## config.mk

```make
export PLATFORM = sky130hd
export DESIGN_NAME = glmf_ctrl
export DESIGN_NICKNAME = d
export VERILOG_FILES = /design/src/rtl/glmf_pkg.sv /design/src/rtl/glmf_ctrl.sv
export SDC_FILE = /design/constraint.sdc
export NUM_CORES = 1
export LEC_CHECK = 0
export ABC_AREA = 1
export BUFFER_PORTS_ARGS = -buffer_cell sky130_fd_sc_hd__buf_2
export CAP_MARGIN = 20
export CORE_ASPECT_RATIO = 0.9
export CORE_MARGIN = 1
export CORE_UTILIZATION = 61
export CTS_CLUSTER_DIAMETER = 100
export CTS_CLUSTER_SIZE = 24
export DETAILED_ROUTE_END_ITERATION = 10
export GPL_ROUTABILITY_DRIVEN = 0
export GPL_TIMING_DRIVEN = 0
export PLACE_DENSITY_LB_ADDON = 0.08
export REMOVE_ABC_BUFFERS = 1
export SYNTH_ARGS = -nofsm -noshare
export SYNTH_HDL_FRONTEND = slang
export SYNTH_SLANG_ARGS = --single-unit
export TNS_END_PERCENT = 100
```

## constraint.sdc

```tcl
create_clock -name i_clk -period 3.3 [get_ports i_clk]
set_input_delay 0.165 -clock i_clk [delete_from_list [all_inputs] [get_ports i_clk]]
set_output_delay 0.165 -clock i_clk [all_outputs]
set_load 0.02 [all_outputs]
```

## src/rtl/glmf_pkg.sv

```systemverilog
// ----------------------------------------------------------------------------
// glmf_pkg: shared types and constants of the grid local maxima finder
// Grid limits, field widths, register indexes and the command bundle that
// the controller hands to the datapath.
// ----------------------------------------------------------------------------
package glmf_pkg;

    localparam int MAX_COLS    = 256;
    localparam int MAX_ROWS    = 256;
    localparam int MAX_PEAKS   = 63;
    localparam int SAMPLE_BITS = 32;

    localparam int STORE_DEPTH = MAX_COLS * MAX_ROWS;
    localparam int ADDR_W      = $clog2(STORE_DEPTH);
    localparam int DIM_MAX     = (MAX_COLS > MAX_ROWS) ? MAX_COLS : MAX_ROWS;
    localparam int DIM_W       = $clog2(DIM_MAX + 1);
    localparam int POS_W       = 8;
    localparam int CNT_W       = 6;
    localparam int M3_W        = SAMPLE_BITS + 2;

    // Register indexes on the configuration port.
    localparam logic REG_COLS = 1'b0;
    localparam logic REG_ROWS = 1'b1;

    typedef logic signed [SAMPLE_BITS-1:0] t_sample;

    typedef struct packed {
        logic              restart;
        logic              wr_en;
        logic [ADDR_W-1:0] wr_addr;
        logic [ADDR_W-1:0] rd_addr0;
        logic [ADDR_W-1:0] rd_addr1;
        logic              cap_edge;
        logic              cap_vert;
        logic              eval;
        logic              emit_end;
        logic [POS_W-1:0]  row;
        logic [POS_W-1:0]  col;
    } t_cmd;

endpackage

```

## src/rtl/glmf_ctrl.sv

```systemverilog
// ----------------------------------------------------------------------------
// glmf_ctrl: load and scan sequencer of the grid local maxima finder
// Counts incoming samples, then walks the interior cells and issues the
// store reads and evaluation commands for each one.
// ----------------------------------------------------------------------------
module glmf_ctrl import glmf_pkg::*; (
    input  logic             i_clk,
    input  logic             i_rst_n,
    input  logic             i_start,
    input  logic             i_cfg_wr,
    input  logic [DIM_W-1:0] i_cols,
    input  logic [DIM_W-1:0] i_rows,
    output logic             o_busy,
    output t_cmd             o_cmd
);

    localparam logic [2:0] S_LOAD  = 3'd0;
    localparam logic [2:0] S_ROW   = 3'd1;
    localparam logic [2:0] S_VERT  = 3'd2;
    localparam logic [2:0] S_RIGHT = 3'd3;
    localparam logic [2:0] S_EVAL  = 3'd4;
    localparam logic [2:0] S_END   = 3'd5;

    logic [2:0]        r_state,    n_state;
    logic [ADDR_W-1:0] r_load_idx, n_load_idx;
    logic [POS_W-1:0]  r_load_col, n_load_col;
    logic [POS_W-1:0]  r_load_row, n_load_row;
    logic [POS_W-1:0]  r_row,      n_row;
    logic [POS_W-1:0]  r_col,      n_col;
    logic [ADDR_W-1:0] r_idx,      n_idx;

    logic [ADDR_W-1:0] width_a;
    logic              load_last_col;
    logic              load_last_row;
    logic              scan_last_col;
    logic              scan_last_row;

    assign width_a       = ADDR_W'(i_cols);
    assign load_last_col = ({1'b0, r_load_col} == (i_cols - DIM_W'(1)));
    assign load_last_row = ({1'b0, r_load_row} == (i_rows - DIM_W'(1)));
    assign scan_last_col = ({1'b0, r_col} == (i_cols - DIM_W'(2)));
    assign scan_last_row = ({1'b0, r_row} == (i_rows - DIM_W'(2)));
    assign o_busy        = (r_state != S_LOAD);

    always_comb begin
        n_state    = r_state;
        n_load_idx = r_load_idx;
        n_load_col = r_load_col;
        n_load_row = r_load_row;
        n_row      = r_row;
        n_col      = r_col;
        n_idx      = r_idx;

        o_cmd          = '0;
        o_cmd.restart  = i_cfg_wr;
        o_cmd.wr_addr  = r_load_idx;
        o_cmd.row      = r_row;
        o_cmd.col      = r_col;

        case (r_state)
            S_LOAD: begin
                if (i_cfg_wr) begin
                    n_load_idx = '0;
                    n_load_col = '0;
                    n_load_row = '0;
                    if (i_start) begin
                        // A sample taken with a register write opens the new grid.
                        o_cmd.wr_en   = 1'b1;
                        o_cmd.wr_addr = '0;
                        n_load_idx    = ADDR_W'(1);
                        n_load_col    = POS_W'(1);
                    end
                end else if (i_start) begin
                    o_cmd.wr_en = 1'b1;
                    if (load_last_col && load_last_row) begin
                        // Whole grid is in; first interior cell is (1, 1).
                        n_load_idx = '0;
                        n_load_col = '0;
                        n_load_row = '0;
                        n_row      = POS_W'(1);
                        n_col      = POS_W'(1);
                        n_idx      = width_a + ADDR_W'(1);
                        n_state    = S_ROW;
                    end else begin
                        n_load_idx = r_load_idx + ADDR_W'(1);
                        if (load_last_col) begin
                            n_load_col = '0;
                            n_load_row = r_load_row + POS_W'(1);
                        end else begin
                            n_load_col = r_load_col + POS_W'(1);
                        end
                    end
                end
            end
            S_ROW: begin
                o_cmd.rd_addr0 = r_idx - ADDR_W'(1);
                o_cmd.rd_addr1 = r_idx;
                n_state        = S_VERT;
            end
            S_VERT: begin
                o_cmd.cap_edge = 1'b1;
                o_cmd.rd_addr0 = r_idx - width_a;
                o_cmd.rd_addr1 = r_idx + width_a;
                n_state        = S_RIGHT;
            end
            S_RIGHT: begin
                o_cmd.cap_vert = 1'b1;
                o_cmd.rd_addr0 = r_idx + ADDR_W'(1);
                n_state        = S_EVAL;
            end
            S_EVAL: begin
                o_cmd.eval = 1'b1;
                if (!scan_last_col) begin
                    // Fetch the vertical neighbors of the next cell now.
                    o_cmd.rd_addr0 = r_idx + ADDR_W'(1) - width_a;
                    o_cmd.rd_addr1 = r_idx + ADDR_W'(1) + width_a;
                    n_col          = r_col + POS_W'(1);
                    n_idx          = r_idx + ADDR_W'(1);
                    n_state        = S_RIGHT;
                end else if (!scan_last_row) begin
                    n_row   = r_row + POS_W'(1);
                    n_col   = POS_W'(1);
                    n_idx   = r_idx + ADDR_W'(3);
                    n_state = S_ROW;
                end else begin
                    n_state = S_END;
                end
            end
            S_END: begin
                o_cmd.emit_end = 1'b1;
                n_state        = S_LOAD;
            end
            default: begin
                n_state = S_LOAD;
            end
        endcase
    end

    always_ff @(posedge i_clk) begin
        if (!i_rst_n) begin
            r_state    <= S_LOAD;
            r_load_idx <= '0;
            r_load_col <= '0;
            r_load_row <= '0;
            r_row      <= '0;
            r_col      <= '0;
            r_idx      <= '0;
        end else begin
            r_state    <= n_state;
            r_load_idx <= n_load_idx;
            r_load_col <= n_load_col;
            r_load_row <= n_load_row;
            r_row      <= n_row;
            r_col      <= n_col;
            r_idx      <= n_idx;
        end
    end

endmodule

```

Word level (Yosys, flattened, before mapping)
Index checks and enable logic that the tools add are counted.
{"block": "word_totals", "latchBits": 0, "wordCells": 96, "ramBits": 0, "mem_bits_ro": 0, "mem_count": 0, "inputBits": 22, "output_inout_bits": 71, "register_bits": 67}
{"block": "classes", "n_reduce_logical": 11, "div": 0, "bitwise": 0, "addsub": 17, "multipliers": 0, "n_eq_ne": 15, "order_cmp": 0, "n_mux": 46, "shift": 0}
{"cell": "$mux W16", "count": 9}
{"cell": "$mux W8", "count": 15}
{"cell": "$pmux W16 S4", "count": 1}
{"cell": "$pmux W16 S3", "count": 1}
{"cell": "$eq A8 B9 Y1", "count": 4}
{"cell": "$mux W17", "count": 2}
{"cell": "$add A16 B1 Y16 const B", "count": 2}
{"cell": "$add A16 B9 Y16", "count": 2}
{"cell": "$add A8 B1 Y8 const B", "count": 4}
{"cell": "$mux W32", "count": 1}
{"cell": "$pmux W16 S2", "count": 1}
{"cell": "$pmux W8 S2", "count": 2}
{"cell": "$sub A16 B9 Y16", "count": 2}
{"cell": "$sub A9 B1 Y9 const B", "count": 2}
{"cell": "$sub A9 B2 Y9 const B", "count": 2}
{"cell": "$add A16 B2 Y16 const B", "count": 1}
{"cell": "$sub A16 B1 Y16 const B", "count": 1}
{"cell": "$mux W3", "count": 5}
{"cell": "$pmux W3 S5", "count": 1}
{"cell": "$add A9 B1 Y10 const B", "count": 1}
{"cell": "$ne A2 B2 Y1 const B", "count": 5}
{"cell": "$mux W1", "count": 8}
{"cell": "$eq A3 B2 Y1 const B", "count": 2}
{"cell": "$eq A3 B3 Y1 const B", "count": 2}
{"cell": "10 further kinds", "count": 13}

Depth between registers and ports, before layout
{"block": "depth", "ltp_word": 7, "depth_mapped": 19, "mapped_depth_nobuf": 18}

Least setup slack after synthesis
Ideal clock, no wire load.
{"block": "synth_path", "path_kind": "reg-to-output", "startpoint": "register r_state[1]", "endpoint": "output o_cmd[48] (netlist bit)", "n_path_buf": 1, "arrival_ps": 2878, "path_slack_ps": 257, "t_required_ps": 3135, "path_stages_with_launch": 17, "cell_sequence": "dfxtp_1 -> inv_1 -> nor3_1 -> clkbuf_1 -> nand2_1 -> ha_1 -> fa_1 -> nand3b_1 -> nand2_1 -> nand4_1 -> nand2_1 -> and2_1 -> nor2_1 -> inv_1 -> o21ai_0 -> nand2_1 -> nand3_1"}
{"element": "from (decl)", "line_no": "glmf_ctrl.sv:24", "text": "logic [2:0] r_state, n_state;"}
{"element": "from (signal assigned)", "line_no": "glmf_ctrl.sv:149", "text": "r_state <= n_state;"}
{"element": "to (decl)", "line_no": "glmf_ctrl.sv:14", "text": "output t_cmd o_cmd"}

==> impl_metrics.prom <==
# TYPE chip_impl_metric gauge
chip_impl_metric{name="routed_wl",unit="microns"} 27810
chip_impl_info{name="critPathTopFamily",value="compound AO/OA/AOI/OAI gates"} 1
chip_impl_metric{name="synth_cell_type_count",unit=""} 44
chip_impl_info{name="path_cells",value="buf_6 -> ha_4 -> nand3_4 -> xor2_4 -> ha_2 -> inv_1 -> a21oi_1 -> o21ai_2 -> a21oi_1 -> inv_1 -> a21oi_1 -> a21oi_1 -> o21ai_0 -> o211ai_1 -> buf_2"} 1
chip_impl_metric{name="timing.slew.headroom",unit="%"} 27.99
chip_impl_metric{name="finish.instance_area",unit="sq um"} 10130
chip_impl_metric{name="finClkSkew",unit="ns"} 0.01515
chip_impl_metric{name="antenna_found_initial",unit=""} 0
chip_impl_info{name="timing.critical_path.slowest_stage_cell",value="ha_2"} 1
chip_impl_info{name="library_cell_occupying_the_most_area_in_the_post_synthesis_netlist",value="nand2_1"} 1
chip_impl_info{name="ys_top_cells_by_area",value="nand2_1 18%, dfxtp_1 16%, nand3_1 10%"} 1
chip_impl_metric{name="wl_per_cell",unit="microns"} 15.69
chip_impl_metric{name="share_seq_of_total_power",unit="%"} 23.1
chip_impl_metric{name="synth-async-reset-ratio",unit="%"} 0
chip_impl_metric{name="mappedNetlistArea",unit="sq um"} 8553
chip_impl_metric{name="synth_edf_count",unit=""} 0
chip_impl_metric{name="ioPinCount",unit=""} 93
chip_impl_info{name="synth_most_common_cell",value="nand2_1"} 1
chip_impl_info{name="ctsRootBufferMaster",value="clkbuf_16"} 1
chip_impl_metric{name="power.ir.vdd_worst",unit="uV"} 437.7
chip_impl_info{name="synth_top_cells_by_count",value="421 x nand2_1, 189 x nor2_1, 171 x nand3_1"} 1
chip_impl_metric{name="insertion_delay",unit="ns"} 0.34
chip_impl_metric{name="worst_ep_arrival_time",unit="ns"} 3.25
chip_impl_metric{name="post_synth.cell_area_avg",unit="sq um"} 5.676
chip_impl_metric{name="finalNonFillerCells",unit=""} 1772
chip_impl_metric{name="min_period",unit="ns"} 3.412
chip_impl_metric{name="die_area",unit="sq um"} 14500
chip_impl_metric{name="dp_hpwl",unit="microns"} 18960
chip_impl_metric{name="detailedRoute.firstPassIterationCount",unit=""} 6
chip_impl_metric{name="rows",unit=""} 40
chip_impl_info{name="critical_path.most_common_cell",value="a21oi_1"} 1
chip_impl_metric{name="globalRouteOverflowTotal",unit=""} 0
chip_impl_metric{name="start_util",unit="%"} 63.30
chip_impl_info{name="failed_checks",value="negative setup slack"} 1
chip_impl_metric{name="report.final.slew_viol_count",unit=""} 0
chip_impl_metric{name="max_freq",unit="MHz"} 293.1
chip_impl_metric{name="cp.buffers_inverters",unit=""} 4
chip_impl_metric{name="via_per_inst",unit=""} 5.943
chip_impl_metric{name="cts_sinks",unit=""} 67
chip_impl_metric{name="yosys_register_bits",unit=""} 67
chip_impl_info{name="synth_ff_type",value="dfxtp_1"} 1
chip_impl_metric{name="grt_pass1_vias",unit=""} 8784
chip_impl_metric{name="route.antenna.remaining_nets",unit=""} 0
chip_impl_metric{name="grt_first_pass_wirelength",unit="microns"} 42680
chip_impl_metric{name="die_width",unit="microns"} 126.8
chip_impl_info{name="category_of_the_critical_setup_timing_path",value="reg -> out"} 1
chip_impl_metric{name="clock_path_buffers",unit=""} 2
chip_impl_metric{name="via_count",unit=""} 10530
chip_impl_metric{name="grt_start_max_net_pins",unit=""} 47
chip_impl_metric{name="postLayoutSetupSlackWorst",unit="ns"} -0.1118
chip_impl_metric{name="cts.hold.buffers_added",unit=""} 0
chip_impl_metric{name="die_h",unit="microns"} 114.3
chip_impl_metric{name="antenna_cell_count",unit=""} 0
chip_impl_metric{name="cell_internal_pwr",unit="uW"} 2524
chip_impl_info{name="status",value="finished, violations left"} 1
chip_impl_metric{name="clk_pin_slew_worst_paths",unit="ns"} 0.06
chip_impl_metric{name="detail_route.drc_violations",unit=""} 0
chip_impl_info{name="startpoint_type",value="flop"} 1
chip_impl_metric{name="postPlaceCellArea",unit="sq um"} 8986
chip_impl_metric{name="setup_viol",unit=""} 5
chip_impl_metric{name="synth_sequential_area_ratio",unit="%"} 15.68
chip_impl_metric{name="netlist_instances",unit=""} 1507
chip_impl_metric{name="worst-path-stages",unit=""} 15
chip_impl_metric{name="depth_of_the_worst_register_to_register_path",unit=""} 15
chip_impl_metric{name="power",unit="uW"} 4955
chip_impl_metric{name="path_max_fanout",unit=""} 6
chip_impl_metric{name="layout-drive-gt1-share",unit="%"} 18.14
chip_impl_metric{name="comb_power_share",unit="%"} 59.5
chip_impl_metric{name="io_buffers",unit=""} 92
chip_impl_metric{name="min_delay_path_depth",unit=""} 3
chip_impl_metric{name="worst_path_largest_cell_delay",unit="ns"} 0.42
chip_impl_metric{name="design.final.nets",unit=""} 1674
chip_impl_metric{name="max_capacitance_violation_count",unit=""} 0
chip_impl_metric{name="drt_first_iter_violations",unit=""} 1218
chip_impl_metric{name="power.net_switching",unit="uW"} 2431
chip_impl_metric{name="timing_worst_slew_pin_value",unit="ns"} 1.079
chip_impl_metric{name="grt_usage",unit="%"} 36.14
chip_impl_metric{name="power_leakage",unit="uW"} 0.004908
chip_impl_metric{name="finalHoldViolations",unit=""} 0
chip_impl_metric{name="place_inst",unit=""} 1713
chip_impl_metric{name="cts_buffers",unit=""} 9
chip_impl_metric{name="core-area",unit="sq um"} 13510
chip_impl_info{name="crit_path_end_kind",value="output port"} 1
chip_impl_info{name="grt_setup_unrepaired",value="true"} 1
chip_impl_metric{name="switching_share",unit="%"} 49.07
chip_impl_metric{name="yosysWarningCount",unit=""} 0
chip_impl_metric{name="syn_to_final_growth",unit="%"} 18.49
chip_impl_metric{name="pwr-share-clk",unit="%"} 17.3
chip_impl_info{name="worstHoldPathType",value="in -> reg"} 1
chip_impl_metric{name="critPathRequiredTime",unit="ns"} 3.13
chip_impl_metric{name="power.density_cell_area",unit="nW/um^2"} 488.9
chip_impl_info{name="cts_tree",value="yes"} 1
chip_impl_metric{name="synth.top_cell.area_share",unit="%"} 18.48
chip_impl_metric{name="level_count_of_the_clock_h_tree",unit=""} 3
chip_impl_metric{name="period_share",unit="%"} 103.4
-- final timing paths --
path | startpoint | end | slack, ns
setup / recovery | r_idx[0]$_SDFFE_PN0P_ | o_cmd[27] | -0.11
setup reg to reg | r_col[4]$_SDFFE_PN0P_ | r_col[7]$_SDFFE_PN0P_ | 0.52
hold reg to reg | r_load_idx[15]$_SDFFE_PN0P_ | r_load_idx[15]$_SDFFE_PN0P_ | 0.48
hold / removal | i_start | r_load_idx[0]$_SDFFE_PN0P_ | 0.21
-- metrics by stage --
step | TNS, ns | worst slack [ns] | util, % | hold WS [ns]
floorplan | -4.352 | -0.4743 | - | 0.2854
global placement | -53.04 | -2.007 | 66.10 | 0.4678
detailed placement | -25.33 | -0.9477 | 66.50 | 0.4795
CTS | -0.003133 | -0.003101 | 70.44 | 0.2110
global route | -1.718 | -0.3182 | 75.00 | 0.2344
finish | -0.2014 | -0.1118 | 75.00 | 0.2130
-- state kept, by name (all words and copies together), names as in the netlist --
register / flops
r_col: 8
r_idx: 16
r_load_col: 8
r_load_idx: 16
r_load_row: 8
r_row: 8
r_state: 3
-- metal layers --
metal | GRT usage (%) | part of all wire, %
met5 | 0 | 0
met2 | 56.19 | 43
met1 | 50.72 | 44
met3 | 7.056 | 10
met4 | 10.16 | 2.9
-- final cells by class --
| type | instances | area, sq um |
|---|---|---|
| multi-input cells | 1206 | 6735 |
| fillers | 1184 | 3378 |
| flip-flops and latches | 67 | 1369 |
| repair buffers | 136 | 865.8 |
| inverters | 178 | 691.9 |
| clock buffers | 13 | 240.2 |
| well taps | 168 | 210.2 |
| clock inverters | 3 | 15.01 |
| repair inverters | 1 | 7.507 |
-- cells in the final DEF, fill, tap and decap left out, drive strengths merged --
cell type / instances
a21o: 6
a21oi: 100
a22oi: 1
a31oi: 5
and2: 2
buf: 136
clkbuf: 13
clkinv: 3
clkinvlp: 6
dfxtp: 67
fa: 4
ha: 49
inv: 173
nand2: 431
nand3: 172
nand3b: 7
nand4: 29
nor2: 198
nor3: 24
nor3b: 1
nor4: 4
o211ai: 5
o21a: 3
o21ai: 67
o21bai: 4
o221ai: 14
o311ai: 1
or2: 8
xnor2: 11
xor2: 60
-- timing repair --
action | 4_1_cts | 5_1_grt
gates resized for setup | 46 | 99
endpoints found under the setup margin | 40 | 42
gates cloned | 1 | 1
setup buffers | 13 | 28
pin swaps | 5 | 28
-- cells by family (layout without fill, tap and decap cells) --
kind of cell | count (synthesis) | in the layout | synth area share, %
AND/OR/NAND/NOR | 875 | 876 | 43.89
XOR/XNOR | 71 | 71 | 7.270
AO/OA/AOI/OAI | 206 | 206 | 13.78
flip-flops | 67 | 67 | 15.68
buffers and inverters | 235 | 331 | 11.28
adder cells (fa/ha/maj) | 53 | 53 | 8.104
-- power groups by stage --
stage                     Sequential (uW)  Clock (uW)  Combinational [uW]
after CTS                            1120         860                2520
final                                1150         859                2950
after detailed placement             1130           0                2410
after floorplan                      1120           0                1780
after global placement               1130           0                2360
after global routing                 1160         899                3240
-- worst register-to-register path: stages, from the launching register on --
cell and delay (ns):
dfxtp_1 0.49, inv_1 0.14, nand2_2 0.09, nand2_1 0.07, nand2_1 0.10, nand2_1 0.07, nor2_2 0.07, nand2_1 0.11
nor3_4 0.49, nand2_2 0.07, nand2_1 0.12, nand2_4 0.26, nand2_4 0.34, nand2_1 0.10, nand2_1 0.07, nor2_1 0.04
Note: power is estimated with default switching activity, not from simulation.
